$ cat config.mk
export PLATFORM = sky130hd
export DESIGN_NAME = hvd_vec_cell
export DESIGN_NICKNAME = d
export VERILOG_FILES = /design/src/hvd_pkg.sv /design/src/hvd_vec_cell.sv
export SDC_FILE = /design/constraint.sdc
export NUM_CORES = 1
export LEC_CHECK = 0
export BUFFER_PORTS_ARGS = -buffer_cell sky130_fd_sc_hd__buf_2
export CAP_MARGIN = 0
export CORE_UTILIZATION = 36
export CTS_CLUSTER_SIZE = 20
export DETAILED_ROUTE_END_ITERATION = 8
export PLACE_DENSITY_LB_ADDON = 0.2
export SLEW_MARGIN = 10
export SYNTH_ARGS = -nofsm -noshare
export SYNTH_HDL_FRONTEND = slang
export SYNTH_SLANG_ARGS = --single-unit
$ cat constraint.sdc
create_clock -name clk -period 5.2 [get_ports clk]
set_clock_uncertainty 0.2 [all_clocks]
set_input_delay 0.52 -clock clk [delete_from_list [all_inputs] [get_ports clk]]
set_output_delay 0.52 -clock clk [all_outputs]
set_load 0.05 [all_outputs]
$ cat src/hvd_pkg.sv
`default_nettype none
// ----------------------------------------------------------------------------
// hvd_pkg
// Shared types, constants and the arctangent table of the haversine core.
// ----------------------------------------------------------------------------
package hvd_pkg;

	localparam int ANGLE_FRAC_BITS_DEF = 23;
	localparam int CORDIC_STAGES_DEF   = 24;

	// angle differences are exact at 33 bits
	localparam int ANG_W = 33;
	// CORDIC datapath width, Q30 values with headroom
	localparam int XW    = 36;

	localparam logic [30:0] Q30_ONE          = 31'h4000_0000;
	localparam logic [30:0] CORDIC_INV_GAIN  = 31'd652032874;
	localparam logic [30:0] DEG_TO_RAD_Q36   = 31'd1199381129;
	localparam logic [22:0] EARTH_RADIUS_M   = 23'd6367000;
	localparam logic [28:0] DIST_MAX         = 29'h1FFF_FFFF;

	// floor(x/360) = (x * RECIP_360) >> 26, exact for x < 2^17
	localparam logic [17:0] RECIP_360        = 18'd186414;

	// square root: 31 root bits from a 62-bit radicand
	localparam int SQ_RAD_W  = 62;
	localparam int SQ_ROOT_W = 31;
	localparam int SQ_REM_W  = 34;
	localparam int SQ_CELLS  = 31;

	typedef enum logic [0:0] {
		REG_REF_LAT = 1'b0,
		REG_REF_LON = 1'b1
	} cfg_idx_t;

	// atan(2^-i) in Q30, rounded to nearest
	function automatic logic [30:0] atan_q30(input logic [4:0] i);
		logic [30:0] v;
		unique case (i)
			5'd0:  v = 31'd843314857;
			5'd1:  v = 31'd497837829;
			5'd2:  v = 31'd263043837;
			5'd3:  v = 31'd133525159;
			5'd4:  v = 31'd67021687;
			5'd5:  v = 31'd33543516;
			5'd6:  v = 31'd16775851;
			5'd7:  v = 31'd8388437;
			5'd8:  v = 31'd4194283;
			5'd9:  v = 31'd2097149;
			5'd10: v = 31'd1048576;
			5'd11: v = 31'd524288;
			5'd12: v = 31'd262144;
			5'd13: v = 31'd131072;
			5'd14: v = 31'd65536;
			5'd15: v = 31'd32768;
			5'd16: v = 31'd16384;
			5'd17: v = 31'd8192;
			5'd18: v = 31'd4096;
			5'd19: v = 31'd2048;
			5'd20: v = 31'd1024;
			5'd21: v = 31'd512;
			5'd22: v = 31'd256;
			5'd23: v = 31'd128;
			5'd24: v = 31'd64;
			5'd25: v = 31'd32;
			5'd26: v = 31'd16;
			5'd27: v = 31'd8;
			5'd28: v = 31'd4;
			5'd29: v = 31'd2;
			5'd30: v = 31'd1;
			5'd31: v = 31'd1;
			default: v = 31'd0;
		endcase
		return v;
	endfunction

endpackage
`default_nettype wire

$ cat src/hvd_vec_cell.sv
`default_nettype none
// ----------------------------------------------------------------------------
// hvd_vec_cell
// One CORDIC vectoring-mode iteration, registered.
// ----------------------------------------------------------------------------
module hvd_vec_cell #(
	parameter int SHIFT = 0
) (
	input  logic                          clk,
	input  logic signed [hvd_pkg::XW-1:0] x_in,
	input  logic signed [hvd_pkg::XW-1:0] y_in,
	input  logic signed [hvd_pkg::XW-1:0] z_in,
	output logic signed [hvd_pkg::XW-1:0] x_out,
	output logic signed [hvd_pkg::XW-1:0] y_out,
	output logic signed [hvd_pkg::XW-1:0] z_out
);
	import hvd_pkg::*;

	localparam logic signed [XW-1:0] ATAN = XW'(signed'({1'b0, atan_q30(5'(SHIFT))}));

	logic signed [XW-1:0] dx;
	logic signed [XW-1:0] dy;

	assign dx = y_in >>> SHIFT;
	assign dy = x_in >>> SHIFT;

	always_ff @(posedge clk) begin
		if (!y_in[XW-1]) begin
			x_out <= x_in + dx;
			y_out <= y_in - dy;
			z_out <= z_in + ATAN;
		end else begin
			x_out <= x_in - dx;
			y_out <= y_in + dy;
			z_out <= z_in - ATAN;
		end
	end

endmodule
`default_nettype wire

==> summary.txt <==
Outcome
  • Status: finished, final reports clean

Die
  • Vert. Die Dim: 169.9 um
  • Die area: 0.02885 mm2
  • # rows: 61
  • Initial Utilization: 36.51%
  • IO Pins: 217
  • Floorplan Core Area: 0.02778 mm2
  • Die Wd: 169.9 um

Worst setup path
  • Nature of the critical path endpoint: flip-flop
  • Crit path launch type: input port
  • Largest fanout on the critical path: 42
  • WP data arrival: 4.25 ns
  • Critical Path RT: 5.30 ns
  • Crit path kind: in -> reg

Yosys
  • Largest family of logic cells by synthesized area: compound AO/OA/AOI/OAI gates
  • Mapped Nets: 1553
  • Synth warnings: 0
  • Post-Synth Simple-Gate Area: 14.62%
  • Post-synthesis cell area: 0.01014 mm2
  • Synth Area per Inst: 7.797 um2
  • Synthesized flop and latch total: 107
  • XOR/XNOR Fraction of Synth Area: 8.894%
  • Async SR Flop Fraction: 0%
  • Post-Synthesis Cells: 1301
  • Post-synthesis mux area share: 1.986%
  • EDFF count, synth: 0
  • Sequential fraction of the synthesis area: 21.12%
  • Compound-Gate Fraction of Synth Area: 28.65%
  • Yosys cell types: 80
  • Share of synthesized cell area in full adder, half adder and majority cells: 17.94%
  • Most used DFF post-synth: dfxtp_1

Clock tree
  • Clock Path Buffers: 2
  • Hold-fix buffers, CTS: 0
  • Clk sink count: 107
  • Clock slew at reported path FFs: 0.08 ns
  • Setup bufs post-CTS: 0
  • H-tree level count: 3
  • CTS buffer count: 9
  • CTS root buf: clkbuf_16
  • CTS resizes: 0
  • CTS tree: done

Min path
  • HP Class: in -> reg

Job
  • Max Cap Viol: 0

Layout
  • Fill cells: 3008
  • Non-filler instance count after layout: 1862
  • NumNets Final: 1731
  • Share of layout cells above drive strength 1: 17.65%
  • Commonest non-fill, non-tap cell in the layout: buf_2
  • Commonest non-fill, non-tap cells in the layout: 215 x buf_2, 159 x a21oi_1, 139 x ha_1
  • Synth-to-layout area growth: 16.32%
  • Ant diodes: 0

GRT
  • Largest net degree at the start of global routing: 74
  • Grt ovf: 0
  • Initial antenna violation count: 1
  • Vias in the first global route: 9615
  • Global-route wire length before repair: 50890 um
  • Total GRT Usage: 22.41%

Timing
  • Final hold vios: 0
  • Final Cycle Share: 79.80%
  • RSZ-0062 raised after global routing: no
  • Worst Max-Slew Pin Slew: 0.9770 ns
  • Worst slew margin: 34.86%
  • Tmin final: 4.150 ns
  • F_max: 241.0 MHz
  • Final slew viol count: 0
  • Final setup violating endpoints: 0
  • Final setup TNS: 0 ns

Place
  • Placed Cells incl. Taps: 1846
  • Port Buffers: 216
  • Routability Congestion: 0.9277
  • Dpl hpwl: 26180 um

Power and ir drop
  • Leak: 0.005623 uW
  • Peak VDD IR: 0.2295 mV
  • Power, Total: 3779 uW
  • Power Dens Cells: 320.3 mW/mm2

Drt
  • Antenna viol nets, final: 0
  • Detailed Route WL: 32660 um
  • Drt via density: 5.437
  • DR DRC count: 0
  • Drt first pass iters: 5
  • Wirelength per Cell: 17.54 um
  • 1st-iter DRT viols: 825
  • Via count: 10120
## worst max-delay path, cell delays in order
cell and delay, ns:
buf_4 0.41, clkinv_1 0.68, ha_1 0.60, nor2b_1 0.17, a311o_1 0.38, o31ai_4 0.27
a31oi_2 0.18, a32o_2 0.35, a21bo_4 0.25, a311oi_2 0.27, xnor2_1 0.14
## worst paths after layout
check	startpoint	depth (start not counted)	end	slack, ns
max	y_in[35]	11	z_out[26]	1.05
min	z_in[0]	2	z_out[0]	0.15
## report_power, final
group          switching, uW  total [uW]  internal [uW]
Clock                    381         721            340
Combinational           1440        2000            557
Sequential              45.2        1060           1010
Total                   1870        3780           1910
## metrics by stage
| stage | hold WS (ns) | utilization, % | setup WS, ns | area, um2 |
|---|---|---|---|---|
| 6_report | 0.1517 | 42.47 | 1.050 | 11800 |
| 5_1_grt | 0.1462 | 42.47 | 0.7163 | 11800 |
| 4_1_cts | 0.1370 | 42.47 | 1.037 | 11800 |
| 3_5_place_dp | 0.5303 | 41.42 | 0.6297 | 11510 |
| 3_3_place_gp | 0.5274 | 41.42 | 0.6730 | 11510 |
| 2_1_floorplan | 0.4164 | - | 1.383 | 10140 |
## registers in the layout (all words and copies together) (netlist names)
name and count:
x_out 36, y_out 35, z_out 36
## layout make-up
cell class | instances | area (um2) | area share (%)
multi-input cells | 1016 | 7312 | 61.97
flip-flops and latches | 107 | 2142 | 18.15
repair buffers | 219 | 1106 | 9.374
inverters | 126 | 473.0 | 4.008
well taps | 378 | 473.0 | 4.008
clock buffers | 9 | 225.2 | 1.909
clock inverters | 7 | 67.56 | 0.5726
## routing by layer
layer,vias to the layer above,wire length (um),track usage (%)
met1,4729,15140,30.03
met5,-,10,0
li1,4970,-,-
met2,373,14740,36.99
met3,50,2023,3.047
met4,2,749,7.090
## logic make-up (layout without fill, tap and decap cells)
group | Yosys count | count (layout)
AO/OA/AOI/OAI | 450 | 450
flip-flops | 107 | 107
AND/OR/NAND/NOR | 300 | 300
adder cells (fa/ha/maj) | 143 | 143
XOR/XNOR | 103 | 103
multiplexers | 20 | 20
buffers and inverters | 178 | 361
## synth_stat cells, types with 14 or more instances
master    number  area (um2)
nor3_1        23       115.1
xor2_1        29       254.0
a31oi_1       15       93.84
a21oi_1      159       795.8
clkbuf_1      29       108.9
mux2i_1       19       190.2
o21a_1        17       127.6
nand2b_1      20       125.1
nand2_1       59       221.5
xnor2_1       74       648.1
nor2b_1       23       143.9
nand4_1       16       100.1
nand3_1       17       85.08
nor2_1        90       337.8
o21ai_0       69       345.3
inv_1        125       469.2
dfxtp_1      107        2142
a21o_1        37       277.8
a211oi_1      16       120.1
o21bai_1      28       210.2
o21ai_1       14       70.07
ha_1         139        1739
Power figures use the tool's default switching activity.
