### src/hvd_pkg.sv
`default_nettype none
// ----------------------------------------------------------------------------
// hvd_pkg
// Shared types, constants and the arctangent table of the haversine core.
// ----------------------------------------------------------------------------
package hvd_pkg;

	localparam int ANGLE_FRAC_BITS_DEF = 23;
	localparam int CORDIC_STAGES_DEF   = 24;

	// angle differences are exact at 33 bits
	localparam int ANG_W = 33;
	// CORDIC datapath width, Q30 values with headroom
	localparam int XW    = 36;

	localparam logic [30:0] Q30_ONE          = 31'h4000_0000;
	localparam logic [30:0] CORDIC_INV_GAIN  = 31'd652032874;
	localparam logic [30:0] DEG_TO_RAD_Q36   = 31'd1199381129;
	localparam logic [22:0] EARTH_RADIUS_M   = 23'd6367000;
	localparam logic [28:0] DIST_MAX         = 29'h1FFF_FFFF;

	// floor(x/360) = (x * RECIP_360) >> 26, exact for x < 2^17
	localparam logic [17:0] RECIP_360        = 18'd186414;

	// square root: 31 root bits from a 62-bit radicand
	localparam int SQ_RAD_W  = 62;
	localparam int SQ_ROOT_W = 31;
	localparam int SQ_REM_W  = 34;
	localparam int SQ_CELLS  = 31;

	typedef enum logic [0:0] {
		REG_REF_LAT = 1'b0,
		REG_REF_LON = 1'b1
	} cfg_idx_t;

	// atan(2^-i) in Q30, rounded to nearest
	function automatic logic [30:0] atan_q30(input logic [4:0] i);
		logic [30:0] v;
		unique case (i)
			5'd0:  v = 31'd843314857;
			5'd1:  v = 31'd497837829;
			5'd2:  v = 31'd263043837;
			5'd3:  v = 31'd133525159;
			5'd4:  v = 31'd67021687;
			5'd5:  v = 31'd33543516;
			5'd6:  v = 31'd16775851;
			5'd7:  v = 31'd8388437;
			5'd8:  v = 31'd4194283;
			5'd9:  v = 31'd2097149;
			5'd10: v = 31'd1048576;
			5'd11: v = 31'd524288;
			5'd12: v = 31'd262144;
			5'd13: v = 31'd131072;
			5'd14: v = 31'd65536;
			5'd15: v = 31'd32768;
			5'd16: v = 31'd16384;
			5'd17: v = 31'd8192;
			5'd18: v = 31'd4096;
			5'd19: v = 31'd2048;
			5'd20: v = 31'd1024;
			5'd21: v = 31'd512;
			5'd22: v = 31'd256;
			5'd23: v = 31'd128;
			5'd24: v = 31'd64;
			5'd25: v = 31'd32;
			5'd26: v = 31'd16;
			5'd27: v = 31'd8;
			5'd28: v = 31'd4;
			5'd29: v = 31'd2;
			5'd30: v = 31'd1;
			5'd31: v = 31'd1;
			default: v = 31'd0;
		endcase
		return v;
	endfunction

endpackage
`default_nettype wire

### src/hvd_rot_cell.sv
`default_nettype none
// ----------------------------------------------------------------------------
// hvd_rot_cell
// One CORDIC rotation-mode iteration, registered.
// ----------------------------------------------------------------------------
module hvd_rot_cell #(
	parameter int SHIFT = 0
) (
	input  logic                          clk,
	input  logic signed [hvd_pkg::XW-1:0] x_in,
	input  logic signed [hvd_pkg::XW-1:0] y_in,
	input  logic signed [hvd_pkg::XW-1:0] z_in,
	input  logic                          neg_in,
	output logic signed [hvd_pkg::XW-1:0] x_out,
	output logic signed [hvd_pkg::XW-1:0] y_out,
	output logic signed [hvd_pkg::XW-1:0] z_out,
	output logic                          neg_out
);
	import hvd_pkg::*;

	localparam logic signed [XW-1:0] ATAN = XW'(signed'({1'b0, atan_q30(5'(SHIFT))}));

	logic signed [XW-1:0] dx;
	logic signed [XW-1:0] dy;

	assign dx = y_in >>> SHIFT;
	assign dy = x_in >>> SHIFT;

	always_ff @(posedge clk) begin
		if (!z_in[XW-1]) begin
			x_out <= x_in - dx;
			y_out <= y_in + dy;
			z_out <= z_in - ATAN;
		end else begin
			x_out <= x_in + dx;
			y_out <= y_in - dy;
			z_out <= z_in + ATAN;
		end
		neg_out <= neg_in;
	end

endmodule
`default_nettype wire

### config.mk
export PLATFORM = sky130hd
export DESIGN_NAME = hvd_rot_cell
export DESIGN_NICKNAME = d
export VERILOG_FILES = /design/src/hvd_pkg.sv /design/src/hvd_rot_cell.sv
export SDC_FILE = /design/constraint.sdc
export NUM_CORES = 1
export LEC_CHECK = 0
export BUFFER_PORTS_ARGS = -buffer_cell sky130_fd_sc_hd__buf_2
export CELL_PAD_IN_SITES_DETAIL_PLACEMENT = 0
export CELL_PAD_IN_SITES_GLOBAL_PLACEMENT = 1
export CORE_MARGIN = 4
export CORE_UTILIZATION = 37
export CTS_CLUSTER_SIZE = 30
export DETAILED_ROUTE_END_ITERATION = 7
export GPL_TIMING_DRIVEN = 0
export PLACE_DENSITY_LB_ADDON = 0.05
export SYNTH_ARGS = -nofsm -noshare
export SYNTH_HDL_FRONTEND = slang
export SYNTH_SLANG_ARGS = --single-unit
### constraint.sdc
create_clock -name clk -period 3.9 [get_ports clk]
set_clock_uncertainty 0.2 [all_clocks]
set_input_delay 0.78 -clock clk [delete_from_list [all_inputs] [get_ports clk]]
set_output_delay 0.78 -clock clk [all_outputs]
set_load 0.1 [all_outputs]
==> results.sh <==
export IMPL_drt_pass1_iter_count=5
export IMPL_die_area_um2=30700
export IMPL_syn_area_um2=10400
export IMPL_syn_num_nets=1578
export IMPL_finalInstanceArea_um2=12300
export IMPL_worstHoldEndpoint="neg_out"
export IMPL_fin_nets=1807
export IMPL_clockPowerShare_pct=15.6
export IMPL_cts_clk_slew_worst_paths_ps=80
export IMPL_period_share_pct=96.0
export IMPL_grt_max_degree=30
export IMPL_final_common_cell="buf_2"
export IMPL_fp_dieW_um=175
export IMPL_cap_violations=0
export IMPL_rsz0062_at_grt="false"
export IMPL_ys_ff_latch=108
export IMPL_drc=0
export IMPL_cts_sink_count=108
export IMPL_synthArstFlopShare_pct=0
export IMPL_htree_levels=3
export IMPL_drive_gt1_share_pct=19.3
export IMPL_synth_top_family_by_area="compound AO/OA/AOI/OAI gates"
export IMPL_synth_compound_area_share_pct=30.9
export IMPL_cp_arrival_ps=3830
export IMPL_path_class="input pin to flip-flop"
export IMPL_wl_per_cell_um=19.1
export IMPL_synth_cell_type_count=75
export IMPL_finalPower_w=0.00613
export IMPL_mostFrequentLayoutCells="buf_2, a21oi_1, ha_1"
export IMPL_antenna_found_initial=0
export IMPL_maxSlewViolCount=0
export IMPL_p_leak_nw=5.80
export IMPL_intPower_w=0.00259
export IMPL_layout_area_seq_um2=2160
export IMPL_drt_iter0_drc=761
export IMPL_wl_um=36800
export IMPL_synth_cells=1321
export IMPL_synth_ff_type="dfxtp_1"
export IMPL_ir_worst_vdd_mv=0.308
export IMPL_tightest_slew_ps=1000
export IMPL_finalHoldViolCount=0
export IMPL_grt_overflow=0
export IMPL_synthMuxAreaShare_pct=1.93
export IMPL_hpwl_um=29600
export IMPL_min_period_ps=3740
export IMPL_grt_pass1_vias=10252
export IMPL_yosys_warnings=0
export IMPL_slew_headroom_pct=33.2
export IMPL_power_density_nw_per_um2=500
export IMPL_root_buffer="clkbuf_16"
export IMPL_cts_tree="built"
export IMPL_hold_depth=1
export IMPL_crit_path_end_kind="flip-flop"
export IMPL_initial_utilization_pct=38.0
export IMPL_cts_max_path_buffers=2
export IMPL_ios=219
export IMPL_yosys_area_share_simple_pct=13.1
export IMPL_synthXorXnorAreaFrac_pct=8.29
export IMPL_switching_share_pct=57.8
export IMPL_postSynthAreaPerCell_um2=7.84
export IMPL_area_delta_synth_final_pct=18.3
export IMPL_hold_ws_ps=310
export IMPL_cts_buffers=9
export IMPL_pwr_share_comb_pct=61.2
export IMPL_setup_viol=0
export IMPL_fp_row_count=60
export IMPL_multi_input_area_um2=7510
export IMPL_antenna_left=0
export IMPL_worstHoldStart="neg_in"
export IMPL_ys_seq_area_share_pct=20.9
export IMPL_place_inst=1911
export IMPL_core_um2=27300
export IMPL_num_fill_cells=2889
export IMPL_power_frac_seq_pct=23.2
export IMPL_switchingPower_w=0.00354
export IMPL_vias=10472
export IMPL_worstPathRequired_ps=3990
export IMPL_final_cells=1928
export IMPL_cp_max_fo=4
export IMPL_synth_fa_ha_area_share_pct=18.1
export IMPL_start_kind="input pin"
export IMPL_grt_pass1_wl_um=57000
export IMPL_viasPerCell=5.43
export IMPL_dpl_instance_area_um2=11900
export IMPL_min_path_type="input pin to flip-flop"
export IMPL_place_port_buffers=218
export IMPL_grt_usage_pct=23.0
export IMPL_dieHeight_um=175
export IMPL_ctsHoldBuffers=0
export IMPL_fmax_ghz=0.267
export IMPL_routabilityCongestion=0.944
export IMPL_synth_edff_count=0
export IMPL_status="finished clean"
export IMPL_utilization_pct=45.0
==> power groups by stage <==
stage	Combinational [W]	Sequential (W)	Clock (W)
after floorplan	0.00110	0.00335	0
after global placement	0.00374	0.00144	0
after detailed placement	0.00373	0.00145	0
after CTS	0.00374	0.00142	0.000996
after global routing	0.00393	0.00145	0.00103
final	0.00375	0.00142	0.000957
==> logic make-up (layout without fill, tap and decap cells) <==
group                      count (synthesis)  count (layout)
other                                      0               1
DFF                                      108             108
xor gates and xnor gates                  98              98
muxes                                     20              20
AOI/OAI and AO/OA                        483             483
buffers and inverters                    176             410
and+or+nand+nor                          289             289
adders and majority gates                147             147
==> synth_stat cells (16+ instances only) <==
cell type,count,area share (%)
xnor2_1,84,7.1
ha_1,143,17
mux2i_1,20,1.9
dfxtp_1,108,21
nor3_1,19,0.92
inv_1,113,4.1
o21a_1,22,1.6
a21o_1,48,3.5
nand2_1,68,2.5
o21bai_1,33,2.4
nand3_1,22,1.1
nor2_1,99,3.6
a21oi_1,155,7.5
nor2b_1,20,1.2
a211oi_1,20,1.4
buf_2,16,0.77
clkbuf_1,29,1.1
o21ai_0,84,4.1
==> routing by layer <==
layer / wire [um] / up-vias / track usage [%]
met4: 779 / 0 / 6.64
met3: 1930 / 43 / 2.24
met1: 16900 / 4907 / 31.5
met2: 17100 / 356 / 38.6
li1: - / 5166 / -
met5: 0 / - / 0
==> state kept, by name, indices dropped and copies added, names as in the netlist <==
name and cells:
x_out 36, z_out 36, y_out 35, neg_out 1
==> critical path, cell delays in order <==
cell	delay [ps]
buf_2	100
inv_1	40
ha_1	230
fa_1	400
nor2b_1	180
o21bai_1	130
a31o_2	270
a21oi_1	400
a21oi_1	240
o221ai_1	500
a211oi_1	160
a21oi_1	240
xnor2_1	160
==> worst max path at each step <==
| stage | from | to | cells past startpoint |
|---|---|---|---|
| after floorplan | z_in[35] | z_out[32] | 13 |
| after global placement | z_in[35] | z_out[34] | 14 |
| after detailed placement | z_in[35] | z_out[34] | 14 |
| after CTS | z_in[35] | z_out[34] | 13 |
| after global routing | z_in[35] | z_out[34] | 13 |
| final | x_in[0] | x_out[28] | 13 |
==> metrics by stage <==
step / setup slack [ps] / setup TNS, ps
floorplan: 34.1 / 0
global placement: -1630 / -32430
detailed placement: -1690 / -33520
CTS: 70.9 / 0
global route: 6.33 / 0
finish: 157 / 0
==> cell type report <==
class	count	area share (%)
clock inverters	7	0.551
multi-input cells	1037	61.3
plain buffers	55	2.16
inverters	120	3.68
flip-flops and latches	108	17.6
repair buffers	219	9.05
well taps	372	3.80
clock buffers	9	1.84
diodes	1	0.0204
==> timing repair <==
| item | in CTS | in global routing |
|---|---|---|
| setup endpoints to repair | 29 | 10 |
| buffers inserted | 0 | 1 |
| pin swaps | 0 | 1 |
| gates resized for setup | 5 | 6 |
Power figures use the tool's default switching activity.
