`config.mk`:
```
export PLATFORM = sky130hd
export DESIGN_NAME = hvd_angle_prep
export DESIGN_NICKNAME = d
export VERILOG_FILES = /design/src/hvd_pkg.sv /design/src/hvd_angle_prep.sv
export SDC_FILE = /design/constraint.sdc
export NUM_CORES = 1
export LEC_CHECK = 0
export BUFFER_PORTS_ARGS = -buffer_cell sky130_fd_sc_hd__buf_2
export CAP_MARGIN = 15
export CORE_MARGIN = 2
export CORE_UTILIZATION = 45
export DETAILED_ROUTE_END_ITERATION = 7
export SLEW_MARGIN = 20
export SYNTH_ARGS = -nofsm -noshare
export SYNTH_HDL_FRONTEND = slang
export SYNTH_SLANG_ARGS = --single-unit
```
`constraint.sdc`:
```
create_clock -name clk -period 7.8 [get_ports clk]
set_clock_uncertainty 0.2 [all_clocks]
set_input_delay 0.78 -clock clk [delete_from_list [all_inputs] [get_ports clk]]
set_output_delay 0.78 -clock clk [all_outputs]
set_load 0.03 [all_outputs]
```
`src/hvd_pkg.sv`:
```
`default_nettype none
// ----------------------------------------------------------------------------
// hvd_pkg
// Shared types, constants and the arctangent table of the haversine core.
// ----------------------------------------------------------------------------
package hvd_pkg;

	localparam int ANGLE_FRAC_BITS_DEF = 23;
	localparam int CORDIC_STAGES_DEF   = 24;

	// angle differences are exact at 33 bits
	localparam int ANG_W = 33;
	// CORDIC datapath width, Q30 values with headroom
	localparam int XW    = 36;

	localparam logic [30:0] Q30_ONE          = 31'h4000_0000;
	localparam logic [30:0] CORDIC_INV_GAIN  = 31'd652032874;
	localparam logic [30:0] DEG_TO_RAD_Q36   = 31'd1199381129;
	localparam logic [22:0] EARTH_RADIUS_M   = 23'd6367000;
	localparam logic [28:0] DIST_MAX         = 29'h1FFF_FFFF;

	// floor(x/360) = (x * RECIP_360) >> 26, exact for x < 2^17
	localparam logic [17:0] RECIP_360        = 18'd186414;

	// square root: 31 root bits from a 62-bit radicand
	localparam int SQ_RAD_W  = 62;
	localparam int SQ_ROOT_W = 31;
	localparam int SQ_REM_W  = 34;
	localparam int SQ_CELLS  = 31;

	typedef enum logic [0:0] {
		REG_REF_LAT = 1'b0,
		REG_REF_LON = 1'b1
	} cfg_idx_t;

	// atan(2^-i) in Q30, rounded to nearest
	function automatic logic [30:0] atan_q30(input logic [4:0] i);
		logic [30:0] v;
		unique case (i)
			5'd0:  v = 31'd843314857;
			5'd1:  v = 31'd497837829;
			5'd2:  v = 31'd263043837;
			5'd3:  v = 31'd133525159;
			5'd4:  v = 31'd67021687;
			5'd5:  v = 31'd33543516;
			5'd6:  v = 31'd16775851;
			5'd7:  v = 31'd8388437;
			5'd8:  v = 31'd4194283;
			5'd9:  v = 31'd2097149;
			5'd10: v = 31'd1048576;
			5'd11: v = 31'd524288;
			5'd12: v = 31'd262144;
			5'd13: v = 31'd131072;
			5'd14: v = 31'd65536;
			5'd15: v = 31'd32768;
			5'd16: v = 31'd16384;
			5'd17: v = 31'd8192;
			5'd18: v = 31'd4096;
			5'd19: v = 31'd2048;
			5'd20: v = 31'd1024;
			5'd21: v = 31'd512;
			5'd22: v = 31'd256;
			5'd23: v = 31'd128;
			5'd24: v = 31'd64;
			5'd25: v = 31'd32;
			5'd26: v = 31'd16;
			5'd27: v = 31'd8;
			5'd28: v = 31'd4;
			5'd29: v = 31'd2;
			5'd30: v = 31'd1;
			5'd31: v = 31'd1;
			default: v = 31'd0;
		endcase
		return v;
	endfunction

endpackage
`default_nettype wire

```
`src/hvd_angle_prep.sv`:
```
`default_nettype none
// ----------------------------------------------------------------------------
// hvd_angle_prep
// Reduces a fixed-point degree angle to the first quadrant and converts it
// to Q30 radians. Four pipeline stages.
// ----------------------------------------------------------------------------
module hvd_angle_prep #(
	parameter int FRAC = 24
) (
	input  logic                          clk,
	input  logic signed [hvd_pkg::ANG_W-1:0] angle,
	output logic signed [hvd_pkg::XW-1:0]    z,
	output logic                          neg
);
	import hvd_pkg::*;

	localparam int MW = ANG_W;
	localparam logic [MW-1:0] FULL    = MW'(360) << FRAC;
	localparam logic [MW-1:0] HALF    = MW'(180) << FRAC;
	localparam logic [MW-1:0] QUARTER = MW'(90) << FRAC;
	localparam logic [MW-1:0] LO_MASK = (MW'(1) << FRAC) - MW'(1);

	logic [MW-1:0] mag_s1;
	logic [8:0]    q_s1;
	logic [MW-1:0] mred_s2;
	logic [30:0]   mfold_s3;
	logic          neg_s3;
	logic [30:0]   z_s4;
	logic          neg_s4;

	logic [MW-1:0] mag;
	logic [16:0]   hi;
	logic [34:0]   qprod;
	logic [16:0]   hi2;
	logic [16:0]   qx;
	logic [8:0]    rem360;
	logic [MW-1:0] m1;
	logic [MW-1:0] m2;
	logic          ng;
	logic [61:0]   zprod;

	always_comb begin
		mag   = angle[ANG_W-1] ? MW'(-angle) : MW'(angle);
		hi    = 17'(mag >> FRAC);
		qprod = 35'(hi) * 35'(RECIP_360);
	end

	always_ff @(posedge clk) begin
		mag_s1 <= mag;
		q_s1   <= 9'(qprod >> 26);
	end

	// remainder of the whole-degree part modulo 360
	always_comb begin
		hi2    = 17'(mag_s1 >> FRAC);
		qx     = 17'(q_s1) * 17'(360);
		rem360 = 9'(hi2 - qx);
	end

	always_ff @(posedge clk) begin
		mred_s2 <= (MW'(rem360) << FRAC) | (mag_s1 & LO_MASK);
	end

	always_comb begin
		m1 = (mred_s2 > HALF) ? FULL - mred_s2 : mred_s2;
		ng = 1'b0;
		m2 = m1;
		if (m1 > QUARTER) begin
			m2 = HALF - m1;
			ng = 1'b1;
		end
	end

	always_ff @(posedge clk) begin
		mfold_s3 <= 31'(m2);
		neg_s3   <= ng;
	end

	always_comb begin
		zprod = 62'(mfold_s3) * 62'(DEG_TO_RAD_Q36);
	end

	always_ff @(posedge clk) begin
		z_s4   <= 31'(zprod >> (FRAC + 6));
		neg_s4 <= neg_s3;
	end

	assign z   = XW'(signed'({1'b0, z_s4}));
	assign neg = neg_s4;

endmodule
`default_nettype wire

```
==> results of run 1 <==
==> layout make-up <==
| cell class | instances | share of cell area |
|---|---|---|
| Clock inverter | 12 | 0.00581 |
| Timing Repair Buffer | 193 | 0.0504 |
| Clock buffer | 19 | 0.0171 |
| Inverter | 669 | 0.0973 |
| Sequential cell | 131 | 0.102 |
| Multi-Input combinational cell | 1473 | 0.695 |
| Tap cell | 672 | 0.0325 |
==> per-layer routing <==
layer  vias to the layer above  wire [um]
li1                       7540          -
met1                      7962      25100
met2                       305      29600
met3                        81       1710
met4                         0       1400
met5                         -          0
==> registers in the layout, summed over array words and instances, names as in the netlist <==
register  count
mag_s1       33
mfold_s3     31
mred_s2      33
neg           1
neg_s3        1
q_s1          1
z_s4         31
==> cell families after synthesis <==
kind of cell | count (synthesis) | synth area share
muxes | 2 | 0.000869
DFF | 131 | 0.114
AOI/OAI and AO/OA | 220 | 0.0630
xor gates and xnor gates | 131 | 0.0498
buffers and inverters | 703 | 0.116
and+or+nand+nor | 269 | 0.0611
other | 1 | 0.000163
adders and majority gates | 846 | 0.595
==> worst max-delay path by stage <==
| stage | from | to | slack [ns] |
|---|---|---|---|
| after floorplan | mfold_s3[10]$_DFF_P_ | z_s4[30]$_DFF_P_ | 0.15 |
| after global placement | mfold_s3[9]$_DFF_P_ | z_s4[30]$_DFF_P_ | -0.25 |
| after detailed placement | mfold_s3[10]$_DFF_P_ | z_s4[30]$_DFF_P_ | -0.40 |
| after CTS | mfold_s3[9]$_DFF_P_ | z_s4[30]$_DFF_P_ | -0.03 |
| after global routing | mfold_s3[5]$_DFF_P_ | z_s4[30]$_DFF_P_ | -0.20 |
| final | mfold_s3[7]$_DFF_P_ | z_s4[30]$_DFF_P_ | 0.07 |
==> timing repair <==
action / in CTS / in global routing
gates resized for setup: 25 / 42
setup endpoints to repair: 10 / 11
cloned: 0 / 0
pin swaps: 24 / 52
buffers inserted: 0 / 1
==> synthesized netlist by cell type (12+ instances only) <==
master / n
nand2b_1: 12
nor2b_1: 16
nand4_1: 17
inv_1: 669
xnor2_1: 91
o21ai_0: 52
nand3_1: 24
clkbuf_1: 20
nor3_1: 20
fa_1: 415
o31ai_1: 15
xor2_1: 40
ha_1: 431
nand2_1: 75
nor2_1: 47
dfxtp_1: 131
a21oi_1: 64
a21o_1: 14
==> through the flow <==
step	setup TNS, ns	hold slack (ns)	area, sq um
3_3_place_gp	-0.774	0.110	25000
2_1_floorplan	0	0.110	23000
4_1_cts	-0.0335	0.124	25700
5_1_grt	-0.597	0.129	25800
6_report	0	0.121	25800
3_5_place_dp	-1.58	0.112	25000
==> results.sh, run 1 <==
export IMPL_drc=0
export IMPL_max_cap_violations=0
export IMPL_rsz0062_at_grt="true"
export IMPL_tritoncts="built"
export IMPL_critPathKind="reg2reg"
export IMPL_mostFrequentLayoutCell="inv_1"
export IMPL_synth_top_cell_area_share=0.361
export IMPL_synth_edf_count=0
export IMPL_num_rows=82
export IMPL_nFillCells=4637
export IMPL_use_met1=0.295
export IMPL_clock_sinks=131
export IMPL_fin_ws_ns=0.0652
export IMPL_grt_use_total=0.228
export IMPL_vias=15900
export IMPL_drt_total_wl_um=57800
export IMPL_dp_hpwl_um=51300
export IMPL_min_from="mag_s1[15]$_DFF_P_"
export IMPL_ant_nets=0
export IMPL_syn_cell_area_sq_um=23000
export IMPL_final_hold_viol_count=0
export IMPL_die_area_sq_um=53000
export IMPL_rr_worst_depth=25
export IMPL_finalNonFillerCells=3169
export IMPL_cts_buffer_depth=2
export IMPL_cp_max_fo=4
export IMPL_die_width_um=230
export IMPL_synthToLayoutAreaGrowth_pct=12.2
export IMPL_globalplace_congestion=0.960
export IMPL_worstSetupEndpointType="register"
export IMPL_start_util=0.457
export IMPL_worst_path_max_delay_cell="fa_1"
export IMPL_crit_family="adder cells"
export IMPL_grt_max_degree=34
export IMPL_hold_depth=0
export IMPL_worstMarginPinSlew_ns=0.782
export IMPL_setup_viol=0
export IMPL_clk_latency_ns=0.44
export IMPL_status="complete, no violations"
export IMPL_cp_depth=25
export IMPL_nNetsFinal=3365
export IMPL_ctsHoldBuffers=0
export IMPL_crit_arrival_ns=7.86
export IMPL_fin_util=0.513
export IMPL_yosys_top_cells_area="fa_1, ha_1, dfxtp_1"
export IMPL_via_per_inst=5.01
export IMPL_yosysWarningCount=0
export IMPL_cts_root_buf="clkbuf_16"
export IMPL_antenna_found_initial=0
export IMPL_slew_violations=0
export IMPL_min_path_type="reg2reg"
export IMPL_top_usage_layer="met2"
export IMPL_multi_input_area_sq_um=17900
export IMPL_async_flop_share=0
export IMPL_drt_iter0_markers=694
export IMPL_avgSynthCellArea_sq_um=10.0
export IMPL_worst_r2r_endpoint="z_s4[30]$_DFF_P_"
export IMPL_max_slew_margin_rel=0.475
export IMPL_slowest_delay_ns=0.57
export IMPL_yosysTopAreaCell="fa_1"
export IMPL_synthesis_instances=2303
export IMPL_crit_required_ns=7.93
export IMPL_clk_pin_slew_ns=0.07
export IMPL_holdPathEnd="mred_s2[15]$_DFF_P_"
export IMPL_cts_made_buffers=17
export IMPL_grt_first_pass_wirelength_um=93600
export IMPL_antennaDiodeCount=0
export IMPL_die_y_um=230
export IMPL_fin_crit_ns=7.73
export IMPL_core_area_sq_um=50400
export IMPL_ys_ff_latch=131
export IMPL_first_global_vias=17400
export IMPL_layout_drive_gt1_share=0.121
export IMPL_grt_use_met2=0.406
export IMPL_fmax_ghz=0.129
export IMPL_yosysSeqAreaShare=0.114
export IMPL_layout_common_cells="inv_1, ha_1, fa_1"
export IMPL_first_pass_iters=7
export IMPL_h_tree_depth=4
export IMPL_worst_r2r_setup_slack_ns=0.07
export IMPL_wl_per_cell_um=18.2
export IMPL_synth_cell_types=77
export IMPL_synth_top_flop_cell="dfxtp_1"
export IMPL_crit_path_start_kind="register"
export IMPL_dp_cells=3137
export IMPL_seq_area_sq_um=2640
export IMPL_numPortBuffers=65
export IMPL_path_buf_inv=7
export IMPL_ios=71
export IMPL_post_route_period_util=0.992
export IMPL_pre_cts_ws_ns=-0.402
export IMPL_grtUsageMet3=0.0192
export IMPL_overflow=0
export IMPL_r2r_start="mfold_s3[7]$_DFF_P_"
export IMPL_worst_path_most_repeated_cell="fa_1"
Power of run 1 is not shown: default switching activity piles up to over one toggle a cycle in this logic, so the estimate is an artifact.
==> run 2, diff against run 1 <==
--- a/config.mk
+++ b/config.mk
@@ -9,6 +9,7 @@
 export CAP_MARGIN = 15
 export CORE_MARGIN = 2
 export CORE_UTILIZATION = 45
+export CTS_BUF_LIST = sky130_fd_sc_hd__clkbuf_16
 export DETAILED_ROUTE_END_ITERATION = 7
 export SLEW_MARGIN = 20
 export SYNTH_ARGS = -nofsm -noshare
==> results.sh, run 2 (same netlist as run 1, synthesis figures left out) <==
export IMPL_status="complete, no violations"
export IMPL_drc=0
export IMPL_top_regs="mag_s1 x33, mred_s2 x33"
export IMPL_layout_common_cells="inv_1, ha_1, fa_1"
export IMPL_finalNonFillerCells=3169
export IMPL_synthToLayoutAreaGrowth_pct=12.1
export IMPL_final_area_sq_um=25800
export IMPL_die_area_sq_um=53000
export IMPL_die_y_um=230
export IMPL_clk_latency_ns=0.44
export IMPL_h_tree_depth=4
export IMPL_dp_hpwl_um=51300
export IMPL_ant_nets=0
export IMPL_clock_sinks=131
export IMPL_numPortBuffers=65
export IMPL_crit_path_start_kind="register"
export IMPL_critPathKind="reg2reg"
export IMPL_grt_first_pass_wirelength_um=93700
export IMPL_whs_ns=0.122
export IMPL_tritoncts="built"
export IMPL_die_width_um=230
export IMPL_mostFrequentLayoutCell="inv_1"
export IMPL_drt_iter0_markers=733
export IMPL_cp_max_fo=4
export IMPL_first_global_vias=17400
export IMPL_ctsHoldBuffers=0
export IMPL_nNetsFinal=3365
export IMPL_crit_family="adder cells"
export IMPL_globalplace_congestion=0.960
export IMPL_nFillCells=4639
export IMPL_max_slew_margin_rel=0.461
export IMPL_clk_pin_slew_ns=0.07
export IMPL_fin_crit_ns=7.73
export IMPL_antenna_found_initial=0
export IMPL_rsz0062_at_grt="true"
export IMPL_crit_required_ns=7.93
export IMPL_layout_drive_gt1_share=0.121
export IMPL_post_route_period_util=0.991
export IMPL_slew_violations=0
export IMPL_antennaDiodeCount=0
export IMPL_cts_root_buf="clkbuf_16"
export IMPL_grt_max_degree=34
export IMPL_worstMarginPinSlew_ns=0.803
export IMPL_cts_made_buffers=17
export IMPL_max_cap_violations=0
export IMPL_num_rows=82
export IMPL_drt_total_wl_um=57800
export IMPL_setup_viol=0
export IMPL_worst_path_max_delay_cell="fa_1"
export IMPL_slowest_delay_ns=0.57
export IMPL_first_pass_iters=5
export IMPL_via_per_inst=5.00
export IMPL_crit_arrival_ns=7.86
export IMPL_worstSetupEndpointType="register"
export IMPL_grt_use_total=0.228
export IMPL_cts_buffer_depth=2
export IMPL_min_path_type="reg2reg"
export IMPL_vias=15800
export IMPL_fmax_ghz=0.129
export IMPL_dp_cells=3137
export IMPL_wl_per_cell_um=18.2
export IMPL_path_buf_inv=7
export IMPL_dpl_instance_area_sq_um=25000
export IMPL_start_util=0.457
export IMPL_worst_path_most_repeated_cell="fa_1"
export IMPL_ios=71
export IMPL_final_hold_viol_count=0
export IMPL_core_area_sq_um=50400
export IMPL_overflow=0
run 2: cell types whose count changed in the layout (fill, tap and decap cells not counted):
cell | before | now
clkinv_1 | 0 | 1
clkbuf_1 | 1 | 0
clkbuf_8 | 1 | 0
inv_1 | 657 | 658
run 2: repair_timing:
item,4_1_cts,5_1_grt
endpoints found under the setup margin,10,11
pin swaps,24,52
gates resized for setup,25,42
setup buffers,0,1
run 2: layer usage:
metal,track usage,wire length (um)
met5,0,0
met4,0.0683,1370
met3,0.0187,1600
met2,0.405,29600
met1,0.295,25200
run 2: cell type report:
type / count / area (sq um) / share of cell area
Multi-Input combinational cell: 1473 / 17900 / 0.695
Sequential cell: 131 / 2640 / 0.102
Inverter: 669 / 2510 / 0.0973
Timing Repair Buffer: 193 / 1300 / 0.0504
Tap cell: 672 / 841 / 0.0326
Clock buffer: 17 / 425 / 0.0165
Clock inverter: 14 / 158 / 0.00610
run 2: final timing paths:
| kind | from | endpoint | slack (ns) | cells after the start |
|---|---|---|---|---|
| min reg2reg | mag_s1[15]$_DFF_P_ | mred_s2[15]$_DFF_P_ | 0.12 | 0 |
| min | mag_s1[15]$_DFF_P_ | mred_s2[15]$_DFF_P_ | 0.12 | 0 |
| max | mfold_s3[7]$_DFF_P_ | z_s4[30]$_DFF_P_ | 0.07 | 25 |
| max reg2reg | mfold_s3[7]$_DFF_P_ | z_s4[30]$_DFF_P_ | 0.07 | 25 |
run 2: worst register-to-register path, cell delays in order (launching register included):
cell and delay [ns]:
dfxtp_2 0.35, inv_4 0.05, buf_6 0.11, fa_1 0.47, fa_1 0.57, inv_1 0.06
fa_1 0.49, inv_2 0.04, fa_1 0.51, inv_2 0.04, fa_1 0.54, fa_2 0.45
fa_1 0.51, inv_2 0.04, fa_1 0.51, inv_2 0.05, ha_4 0.26, nand4_1 0.21
nor4_4 0.34, a22oi_2 0.11, o211ai_1 0.47, a41o_1 0.30, nand4_1 0.23, a21oi_4 0.25
nor3_2 0.07, or3b_4 0.39
run 2: stage by stage:
step	utilization	setup slack, ns	TNS (ns)
5_1_grt	0.513	-0.204	-0.598
2_1_floorplan	-	0.148	0
3_3_place_gp	0.496	-0.251	-0.774
3_5_place_dp	0.496	-0.402	-1.58
4_1_cts	0.510	-0.0335	-0.0335
6_report	0.513	0.0687	0
Power of run 2 is left out for the same reason.
