<file path="config.mk">
export PLATFORM = sky130hd
export DESIGN_NAME = hvd_sqrt_cell
export DESIGN_NICKNAME = d
export VERILOG_FILES = /design/src/hvd_pkg.sv /design/src/hvd_sqrt_cell.sv
export SDC_FILE = /design/constraint.sdc
export NUM_CORES = 1
export LEC_CHECK = 0
export ABC_AREA = 1
export BUFFER_PORTS_ARGS = -buffer_cell sky130_fd_sc_hd__buf_4
export CAP_MARGIN = 10
export CORE_AREA = 2 2 113 115
export CTS_BUF_LIST = sky130_fd_sc_hd__clkbuf_2 sky130_fd_sc_hd__clkbuf_4 sky130_fd_sc_hd__clkbuf_8
export CTS_CLUSTER_SIZE = 12
export DETAILED_ROUTE_END_ITERATION = 12
export DIE_AREA = 0 0 115 117
export PLACE_DENSITY = 0.87
export SYNTH_ARGS = -nofsm -noshare
export SYNTH_HDL_FRONTEND = slang
export SYNTH_SLANG_ARGS = --single-unit
export TNS_END_PERCENT = 1
</file>
<file path="constraint.sdc">
create_clock -name clk -period 2.2 [get_ports clk]
set_clock_uncertainty 0.1 [all_clocks]
set_input_delay 0.44 -clock clk [delete_from_list [all_inputs] [get_ports clk]]
set_output_delay 0.44 -clock clk [all_outputs]
set_load 0.005 [all_outputs]
</file>
<file path="src/hvd_pkg.sv">
`default_nettype none
// ----------------------------------------------------------------------------
// hvd_pkg
// Shared types, constants and the arctangent table of the haversine core.
// ----------------------------------------------------------------------------
package hvd_pkg;

	localparam int ANGLE_FRAC_BITS_DEF = 23;
	localparam int CORDIC_STAGES_DEF   = 24;

	// angle differences are exact at 33 bits
	localparam int ANG_W = 33;
	// CORDIC datapath width, Q30 values with headroom
	localparam int XW    = 36;

	localparam logic [30:0] Q30_ONE          = 31'h4000_0000;
	localparam logic [30:0] CORDIC_INV_GAIN  = 31'd652032874;
	localparam logic [30:0] DEG_TO_RAD_Q36   = 31'd1199381129;
	localparam logic [22:0] EARTH_RADIUS_M   = 23'd6367000;
	localparam logic [28:0] DIST_MAX         = 29'h1FFF_FFFF;

	// floor(x/360) = (x * RECIP_360) >> 26, exact for x < 2^17
	localparam logic [17:0] RECIP_360        = 18'd186414;

	// square root: 31 root bits from a 62-bit radicand
	localparam int SQ_RAD_W  = 62;
	localparam int SQ_ROOT_W = 31;
	localparam int SQ_REM_W  = 34;
	localparam int SQ_CELLS  = 31;

	typedef enum logic [0:0] {
		REG_REF_LAT = 1'b0,
		REG_REF_LON = 1'b1
	} cfg_idx_t;

	// atan(2^-i) in Q30, rounded to nearest
	function automatic logic [30:0] atan_q30(input logic [4:0] i);
		logic [30:0] v;
		unique case (i)
			5'd0:  v = 31'd843314857;
			5'd1:  v = 31'd497837829;
			5'd2:  v = 31'd263043837;
			5'd3:  v = 31'd133525159;
			5'd4:  v = 31'd67021687;
			5'd5:  v = 31'd33543516;
			5'd6:  v = 31'd16775851;
			5'd7:  v = 31'd8388437;
			5'd8:  v = 31'd4194283;
			5'd9:  v = 31'd2097149;
			5'd10: v = 31'd1048576;
			5'd11: v = 31'd524288;
			5'd12: v = 31'd262144;
			5'd13: v = 31'd131072;
			5'd14: v = 31'd65536;
			5'd15: v = 31'd32768;
			5'd16: v = 31'd16384;
			5'd17: v = 31'd8192;
			5'd18: v = 31'd4096;
			5'd19: v = 31'd2048;
			5'd20: v = 31'd1024;
			5'd21: v = 31'd512;
			5'd22: v = 31'd256;
			5'd23: v = 31'd128;
			5'd24: v = 31'd64;
			5'd25: v = 31'd32;
			5'd26: v = 31'd16;
			5'd27: v = 31'd8;
			5'd28: v = 31'd4;
			5'd29: v = 31'd2;
			5'd30: v = 31'd1;
			5'd31: v = 31'd1;
			default: v = 31'd0;
		endcase
		return v;
	endfunction

endpackage
`default_nettype wire

</file>
<file path="src/hvd_sqrt_cell.sv">
`default_nettype none
// ----------------------------------------------------------------------------
// hvd_sqrt_cell
// One digit of a restoring integer square root: two radicand bits in,
// one root bit out, registered.
// ----------------------------------------------------------------------------
module hvd_sqrt_cell (
	input  logic                               clk,
	input  logic [hvd_pkg::SQ_RAD_W-1:0]       rad_in,
	input  logic [hvd_pkg::SQ_REM_W-1:0]       rem_in,
	input  logic [hvd_pkg::SQ_ROOT_W-1:0]      root_in,
	output logic [hvd_pkg::SQ_RAD_W-1:0]       rad_out,
	output logic [hvd_pkg::SQ_REM_W-1:0]       rem_out,
	output logic [hvd_pkg::SQ_ROOT_W-1:0]      root_out
);
	import hvd_pkg::*;

	logic [SQ_REM_W-1:0] rem_n;
	logic [SQ_REM_W-1:0] trial;
	logic                fits;

	always_comb begin
		rem_n = {rem_in[SQ_REM_W-3:0], rad_in[SQ_RAD_W-1 -: 2]};
		trial = {1'b0, root_in, 2'b01};
		fits  = rem_n >= trial;
	end

	always_ff @(posedge clk) begin
		rad_out  <= {rad_in[SQ_RAD_W-3:0], 2'b00};
		rem_out  <= fits ? rem_n - trial : rem_n;
		root_out <= {root_in[SQ_ROOT_W-2:0], fits};
	end

endmodule
`default_nettype wire

</file>
==> flow_summary.json, run 1 <==
{
  "dieArea_sq_um": 13500,
  "ys_seq_area_frac": 0.426,
  "synth-seq-cells": 125,
  "ant_nets": 0,
  "cp_slowest_cell": "ha_1",
  "fp-row-count": 41,
  "p_total_w": 0.00655,
  "crit_family": "simple AND/OR/NAND/NOR gates",
  "finalNetCount": 1388,
  "crit_chain": "buf_4 > ha_1 > nand2_2 > inv_1 > a21oi_1 > nand2_1 > nand2_1 > nand3b_1 > nor2_2 > nand2_4 > buf_4 > nand2_1 > nand2_1",
  "pre_cts_ws_ps": -238,
  "vias_per_cell": 4.89,
  "antenna_cells": 0,
  "grt_usage": 0.334,
  "grt_remaining_overflow": 0,
  "synth_area_per_cell_sq_um": 7.48,
  "cp-start-kind": "input port",
  "synth_top_area_frac": 0.426,
  "htreeDepth": 4,
  "fin_crit_sh": 0.930,
  "place_hpwl_mm": 15.0,
  "syn_inst": 785,
  "synth_area_sq_um": 5870,
  "synthTopCellsByCount": "nand2_1 (273), inv_1 (131), dfxtp_1 (125), nor2_1 (43), ha_1 (33)",
  "start_util": 0.477,
  "holdWs_ps": 9.87,
  "p_clk_frac": 0.312,
  "period_needed_ps": 2050,
  "critPathKind": "in -> reg",
  "cts_root_buf": "clkbuf_8",
  "ys_top_cells_by_area": "dfxtp_1 (43%), nand2_1 (17%), inv_1 (8.4%), ha_1 (7.0%), nand2_2 (2.9%)",
  "p_seq_frac": 0.390,
  "clkTransAtPathRegs_ps": 80,
  "gp_congestion": 0.953,
  "p_sw_w": 0.00209,
  "required_ps": 2460,
  "clockBufferDepth": 2,
  "critPathBufInv": 3,
  "async_reset_ff_frac": 0,
  "drt_pass1_iterations": 5,
  "numCtsBuffers": 17,
  "finalMaxSlewViolations": 0,
  "cpPeakStageDelay_ps": 330,
  "p_int_w": 0.00446,
  "powerDensity_nw_per_um2": 665,
  "io_pins": 255,
  "yosysMostFrequentCell": "nand2_1",
  "drive_above_1_share": 0.359,
  "utilization": 0.799,
  "dieWidth_um": 115,
  "worst_ir_drop_vdd_uv": 441,
  "wl_per_cell_um": 16.4,
  "area_growth_pct": 67.5,
  "cts_setup_buffers": 0,
  "drv_cap": 0,
  "power_frac_comb": 0.297,
  "final.setup.tns_ps": 0,
  "wl_mm": 22.7,
  "drt_iter0_drc": 493,
  "synth_edf_count": 0,
  "fillers": 786,
  "cts_tree": "yes",
  "die_h_um": 117,
  "outcome": "finished, final reports clean",
  "route.detailed.drc": 0,
  "crit_path_end_kind": "flip-flop",
  "p_leak_nw": 5.45,
  "worstPathArrival_ps": 2310,
  "rsz0062_at_grt": "false",
  "grt_max_degree": 19,
  "switching_share": 0.319,
  "coreArea_sq_um": 12300,
  "grt_pass1_vias": 6681,
  "vias": 6797,
  "fmax_mhz": 489,
  "cp_common_cell": "nand2_1",
  "hold_viol_final": 0,
  "grt_antenna_before_repair": 0,
  "setup_viol": 0,
  "synth.distinct_cells": 36,
  "grt_pass1_wl_mm": 34.2,
  "synth_ff_type": "dfxtp_1",
  "clock_sinks": 125,
  "io_buffers": 250,
  "yosys.area.top_type": "dfxtp_1",
  "hold_class": "in -> reg",
  "worst_slack_ps": 154,
  "yosysWarnings": 0,
  "crit_path_max_fanout": 11
}
-- per-layer routing --
layer / vias to the layer above / share of wire / global-route usage
li1: 3265 / - / -
met1: 3102 / 0.37 / 0.360
met2: 352 / 0.51 / 0.616
met3: 78 / 0.068 / 0.0721
met4: 0 / 0.048 / 0.173
met5: - / 0 / 0
-- power groups by stage --
stage	Clock, W	Combinational (W)	Sequential [W]
2_1_floorplan	0	0.000779	0.00262
3_3_place_gp	0	0.00171	0.00258
3_5_place_dp	0	0.00174	0.00259
4_1_cts	0.00201	0.00188	0.00254
5_1_grt	0.00215	0.00211	0.00257
6_report	0.00204	0.00195	0.00255
-- logic make-up after synthesis --
kind of cell	Yosys count	synth area share
adders and majority gates	33	0.0703
DFF	125	0.426
buffers and inverters	146	0.106
other	1	0.000638
and+or+nand+nor	422	0.331
xor gates and xnor gates	16	0.0239
AOI/OAI and AO/OA	42	0.0422
-- cells in the final DEF, fill, tap and decap left out, types with 2 or more instances in the layout --
cell and instances:
dfxtp_1 125, nor2_2 9, xnor2_1 2, nand3_1 20, nand2_1 273, o21ai_0 7, clkinvlp_4 4, dlygate4sd3_1 88
buf_4 339, ha_1 33, inv_6 5, buf_12 3, nand2_2 27, a21oi_1 24, nor2_4 4, nand2_4 5
inv_2 7, nand3b_1 12, nor4_1 2, nand4_1 8, nor2_1 43, xor2_1 14, clkbuf_8 19, a21oi_2 3
nor3_1 3, conb_1 2, inv_1 131, o21ai_1 2, o21bai_1 3, nand3_2 11
-- worst paths after layout --
check	from	endpoint	slack, ps	depth (start not counted)
worst min-delay path	root_in[14]	root_out[15]	10	1
worst max-delay path	rem_in[23]	rem_out[15]	150	13
-- area by class of cell --
type | count | area (sq um) | share of cell area
sequential | 125 | 2500 | 0.254
clock buffer | 19 | 262 | 0.0266
clock inverter | 13 | 129 | 0.0131
timing repair buffer | 430 | 3490 | 0.354
tap | 150 | 188 | 0.0191
inverter | 138 | 518 | 0.0527
multi-input combinational | 515 | 2750 | 0.280
-- state kept, by name, indices dropped and copies added, names as in the netlist --
register	cells
root_out	31
rem_out	34
rad_out	60
-- through the flow --
stage	std cells	area, sq um
finish	1390	9840
global route	1390	9840
CTS	1388	9820
detailed placement	1270	8570
global placement	1270	8570
floorplan	786	5880
-- what timing repair did --
| item | in CTS | in global routing |
|---|---|---|
| hold buffers | 86 | 2 |
| hold endpoints to repair | 86 | 2 |
| gates resized for setup | 0 | 0 |
Power figures use the tool's default switching activity.
==> inputs of run 2 (changes only) <==
--- a/config.mk
+++ b/config.mk
@@ -5,14 +5,14 @@
 export SDC_FILE = /design/constraint.sdc
 export NUM_CORES = 1
 export LEC_CHECK = 0
-export ABC_AREA = 1
+export ABC_AREA = 0
 export BUFFER_PORTS_ARGS = -buffer_cell sky130_fd_sc_hd__buf_4
 export CAP_MARGIN = 10
-export CORE_AREA = 2 2 113 115
+export CORE_AREA = 2 2 106 108
 export CTS_BUF_LIST = sky130_fd_sc_hd__clkbuf_2 sky130_fd_sc_hd__clkbuf_4 sky130_fd_sc_hd__clkbuf_8
 export CTS_CLUSTER_SIZE = 12
 export DETAILED_ROUTE_END_ITERATION = 12
-export DIE_AREA = 0 0 115 117
+export DIE_AREA = 0 0 108 110
 export PLACE_DENSITY = 0.87
 export SYNTH_ARGS = -nofsm -noshare
 export SYNTH_HDL_FRONTEND = slang
==> run 2 against run 1 <==
Effect of this change: the flow now finishes with violations (negative setup slack); synthesized cell count fell by 35%; total power up 4.9%; clock power grew 8%; largest cell class unchanged; largest power group unchanged; highest routed layer unchanged.
==> flow_summary.json, run 2 <==
{
  "vias": 6116,
  "route.detailed.drc": 0,
  "clock_sinks": 125,
  "muxShareOfSynthArea": 0.00631,
  "power_frac_comb": 0.300,
  "synth-compound-area-share": 0.184,
  "numCtsBuffers": 17,
  "synthSimpleGateAreaFrac": 0.126,
  "io_buffers": 250,
  "grt_remaining_overflow": 0,
  "grt_pass1_wl_mm": 30.9,
  "top_register": "rad_out",
  "io_pins": 255,
  "pre_cts_ws_ps": -698,
  "drt_pass1_iterations": 5,
  "yosys.area.top_type": "dfxtp_1",
  "hold_viol_final": 0,
  "period_needed_ps": 2570,
  "synth_edf_count": 0,
  "synth_area_sq_um": 4960,
  "grt_usage": 0.345,
  "dieArea_sq_um": 11900,
  "crit_path_max_fanout": 4,
  "start_util": 0.463,
  "largest_reg_flops": 60,
  "largest_registers": "rad_out x60, rem_out x34, root_out x31",
  "area_growth_pct": 89.9,
  "finalMaxSlewViolations": 0,
  "ant_nets": 0,
  "yosysMostFrequentCell": "dfxtp_1",
  "gr-usage-met3": 0.0852,
  "cp-start-kind": "input port",
  "worst_ir_drop_vdd_uv": 599,
  "drt_iter0_drc": 576,
  "dp.cells": 999,
  "vias_per_cell": 5.44,
  "switching_share": 0.306,
  "rsz0062_at_grt": "true",
  "clkTransAtPathRegs_ps": 80,
  "htreeDepth": 4,
  "fmax_mhz": 390,
  "violations": "negative setup slack",
  "cts_root_buf": "clkbuf_8",
  "crit_chain": "buf_4 > inv_1 > ha_4 > a21oi_2 > nor2_1 > o41ai_4 > a21oi_4 > buf_6 > o31a_1 > o221ai_2 > xor2_1 > a21oi_1",
  "use_met1": 0.364,
  "synthTopCellsByCount": "dfxtp_1 (125), inv_1 (43), a21oi_1 (40), nor2_1 (38), nand2_1 (37)",
  "hold_class": "in -> reg",
  "p_int_w": 0.00477,
  "yosysWarnings": 0,
  "final_cell_mix": "buf_4 (365), dfxtp_1 (125), dlygate4sd3_1 (87)",
  "worst_slack_ps": -367,
  "synthAdderAreaFrac": 0.0833,
  "synth.distinct_cells": 58,
  "powerDensity_nw_per_um2": 730,
  "utilization": 0.880,
  "p_sw_w": 0.00210,
  "cpPeakStageDelay_ps": 490,
  "gp_congestion": 0.883,
  "cts_tree": "yes",
  "synth_top_area_frac": 0.505,
  "setup_viol": 35,
  "synth-xor-area-share": 0.0389,
  "clockBufferDepth": 2,
  "slew_headroom": 0.607,
  "grt_max_degree": 17,
  "use_met2": 0.654,
  "p_seq_frac": 0.378,
  "synth_area_per_cell_sq_um": 9.76,
  "synth_ff_type": "dfxtp_1",
  "fin_crit_sh": 1.17,
  "fp-row-count": 38,
  "outcome": "finished with violations",
  "cp_slowest_cell": "o41ai_4",
  "die_h_um": 110,
  "async_reset_ff_frac": 0,
  "coreArea_sq_um": 10700,
  "grt_antenna_before_repair": 2,
  "syn_inst": 508,
  "ys_top_cells_by_area": "dfxtp_1 (50%), ha_1 (8.3%), a21oi_1 (4.0%), inv_1 (3.3%), nor2_1 (2.9%)",
  "grt_pass1_vias": 5804,
  "holdWs_ps": 16.2,
  "drive_above_1_share": 0.469,
  "worstPathArrival_ps": 2780,
  "synth-seq-cells": 125,
  "final.setup.tns_ps": -7700,
  "crit_path_end_kind": "flip-flop",
  "finalNetCount": 1131,
  "critPathBufInv": 3,
  "p_clk_frac": 0.322,
  "tightest_slew_ps": 588,
  "p_leak_nw": 4.63,
  "fin_cells": 1124,
  "top_usage_layer": "met2",
  "crit_family": "compound AO/OA/AOI/OAI gates",
  "critPathKind": "in -> reg",
  "required_ps": 2410,
  "drv_cap": 0,
  "final_common_cell": "buf_4",
  "dieWidth_um": 108,
  "wl_per_cell_um": 21.6,
  "place_hpwl_mm": 13.5,
  "synth_top_family_by_area": "compound AO/OA/AOI/OAI gates",
  "ys_seq_area_frac": 0.505,
  "wl_mm": 24.3
}
run 2: cell type report:
cell class | instances | area, sq um
clock inverter | 13 | 164
inverter | 44 | 168
tap | 140 | 175
timing repair buffer | 458 | 3680
antenna | 1 | 2.50
sequential | 125 | 2500
fill | 485 | 1290
clock buffer | 19 | 255
multi-input combinational | 324 | 2460
run 2: power groups by stage:
stage | sequential, W | clock (W) | combinational, W
after floorplan | 0.00264 | 0 | 0.000676
after global placement | 0.00262 | 0 | 0.00162
after detailed placement | 0.00262 | 0 | 0.00166
after CTS | 0.00257 | 0.00213 | 0.00185
after global routing | 0.00260 | 0.00228 | 0.00218
final | 0.00260 | 0.00221 | 0.00206
run 2: stage by stage:
| stage | area, sq um | power [W] |
|---|---|---|
| after global placement | 7780 | 0.00423 |
| after global routing | 9410 | 0.00706 |
| after floorplan | 4980 | 0.00331 |
| after detailed placement | 7780 | 0.00428 |
| after CTS | 9220 | 0.00656 |
| final | 9410 | 0.00687 |
run 2: kinds of logic after synthesis:
| kind of cell | Yosys count |
|---|---|
| muxes | 3 |
| and+or+nand+nor | 131 |
| buffers and inverters | 60 |
| xor gates and xnor gates | 22 |
| adders and majority gates | 33 |
| AOI/OAI and AO/OA | 133 |
| DFF | 125 |
| other | 1 |
run 2: worst paths after layout:
| path | start | slack (ps) | endpoint | depth (start not counted) |
|---|---|---|---|---|
| max | root_in[5] | -370 | rem_out[20] | 12 |
| min | root_in[11] | 20 | root_out[12] | 1 |
run 2: what timing repair did:
| item | CTS | global route |
|---|---|---|
| buffers inserted | 2 | 3 |
| pin swaps | 10 | 9 |
| hold buffers | 85 | 2 |
| endpoints found under the hold margin | 85 | 2 |
| gates resized for setup | 27 | 35 |
| setup endpoints to repair | 35 | 32 |
run 2: layer usage:
layer | routed length [um] | share of wire
met1 | 8270 | 0.34
met3 | 2080 | 0.086
met2 | 12300 | 0.51
met4 | 1650 | 0.068
met5 | 0 | 0
==> inputs of run 3 (changes only) <==
--- a/config.mk
+++ b/config.mk
@@ -8,12 +8,12 @@
 export ABC_AREA = 0
 export BUFFER_PORTS_ARGS = -buffer_cell sky130_fd_sc_hd__buf_4
 export CAP_MARGIN = 10
-export CORE_AREA = 2 2 106 108
+export CORE_AREA = 2 2 132 134
 export CTS_BUF_LIST = sky130_fd_sc_hd__clkbuf_2 sky130_fd_sc_hd__clkbuf_4 sky130_fd_sc_hd__clkbuf_8
 export CTS_CLUSTER_SIZE = 12
 export DETAILED_ROUTE_END_ITERATION = 12
-export DIE_AREA = 0 0 108 110
-export PLACE_DENSITY = 0.87
+export DIE_AREA = 0 0 134 136
+export PLACE_DENSITY = 0.62
 export SYNTH_ARGS = -nofsm -noshare
 export SYNTH_HDL_FRONTEND = slang
 export SYNTH_SLANG_ARGS = --single-unit
==> run 3 against run 2 <==
Effect of this change: critical endpoint is now rem_out[10]; worst setup slack improved by 240 ps; the flow still finishes with violations (negative setup slack); flip-flop and latch count unchanged; via count decreased by 13%; largest power group unchanged; fmax increased by 10%; hold slack improved by 84 ps; highest routed layer unchanged.
==> flow_summary.json, run 3 (synthesized netlist as in run 2, its figures left out) <==
{
  "outcome": "finished with violations",
  "violations": "negative setup slack",
  "critPathKind": "in -> reg",
  "crit_path_end_kind": "flip-flop",
  "setup_viol": 16,
  "place_hpwl_mm": 12.3,
  "finalNetCount": 1132,
  "io_pins": 255,
  "required_ps": 2450,
  "powerDensity_nw_per_um2": 682,
  "vias_per_cell": 4.39,
  "coreArea_sq_um": 16900,
  "gp_congestion": 0.894,
  "fin_cells": 1209,
  "p_leak_nw": 4.64,
  "finalMaxSlewViolations": 0,
  "io_buffers": 250,
  "cp-start-kind": "input port",
  "largest_registers": "rad_out x60, rem_out x34, root_out x31",
  "p_total_w": 0.00645,
  "grt_antenna_before_repair": 0,
  "fmax_mhz": 429,
  "ant_nets": 0,
  "rsz0062_at_grt": "true",
  "grt_remaining_overflow": 0,
  "drt_pass1_iterations": 4,
  "die_h_um": 136,
  "top_register": "rad_out",
  "holdWs_ps": 101,
  "hold_viol_final": 0,
  "fp-row-count": 48,
  "period_needed_ps": 2330,
  "clkTransAtPathRegs_ps": 80,
  "wl_mm": 16.9,
  "grt_pass1_vias": 5272,
  "worstPathArrival_ps": 2580,
  "dieWidth_um": 134,
  "hold_class": "in -> reg",
  "cts_root_buf": "clkbuf_8",
  "grt_pass1_wl_mm": 26.0,
  "route.detailed.drc": 0,
  "drv_cap": 0,
  "worst_slack_ps": -130,
  "largest_reg_flops": 60,
  "final.setup.tns_ps": -775,
  "clockBufferDepth": 2,
  "wl_per_cell_um": 14.0,
  "antenna_cells": 0,
  "vias": 5312,
  "start_util": 0.294,
  "final_common_cell": "buf_4",
  "dp.cells": 1082,
  "fin_crit_sh": 1.06,
  "worst_ir_drop_vdd_uv": 378,
  "pre_cts_ws_ps": -781,
  "area_growth_pct": 90.9,
  "grt_max_degree": 17,
  "final_cell_mix": "buf_4 (361), dfxtp_1 (125), dlygate4sd3_1 (89)",
  "drt_iter0_drc": 150,
  "htreeDepth": 4,
  "cts_tree": "yes",
  "crit_path_max_fanout": 3,
  "numCtsBuffers": 17,
  "dieArea_sq_um": 18200,
  "drive_above_1_share": 0.458,
  "clock_sinks": 125,
  "grt_usage": 0.183
}
## run 3: path summary, 6_finish.rpt
| path | startpoint | endpoint | cells past startpoint | slack, ps |
|---|---|---|---|---|
| setup / recovery | root_in[0] | rem_out[10] | 11 | -130 |
| hold / removal | rem_in[4] | rem_out[6] | 3 | 100 |
## run 3: layer usage
metal  track usage  vias up  part of all wire
met5             0        -                 0
met4        0.0745        0             0.024
met3        0.0425       23             0.064
met2         0.330      194              0.50
met1         0.209     2405              0.41
li1              -     2690                 -
## run 3: worst max-delay path, cell delays in order
cell and delay, ps:
buf_4 110, inv_1 80, ha_4 210, nor2b_4 120, o31a_1 290, o21ai_0 320
a21boi_0 190, o21ai_0 260, a21oi_1 140, o21a_1 190, o31ai_1 230
## run 3: through the flow
step / util / cell area [sq um]
after floorplan: - / 4980
after global placement: 0.468 / 7900
after detailed placement: 0.468 / 7900
after CTS: 0.559 / 9430
after global routing: 0.561 / 9460
final: 0.561 / 9460
## run 3: repair_timing
item                                    4_1_cts  5_1_grt
setup buffers                                 6        0
hold buffers                                 89        0
endpoints found under the setup margin       32       33
endpoints found under the hold margin        89        0
gates resized for setup                      39        7
pin swaps                                    19        4
## run 3: cell type report
cell class / count / area, sq um
flip-flops and latches: 125 / 2500
well taps: 225 / 282
repair buffers: 459 / 3730
clock buffers: 18 / 248
inverters: 44 / 170
clock inverters: 14 / 146
multi-input cells: 324 / 2380
fillers: 1479 / 7420
## run 3: power by group
group          leakage, nW  switching (W)  internal, W
clock network        0.195        0.00104     0.000964
logic                 3.39       0.000788      0.00109
registers             1.05      0.0000727      0.00250
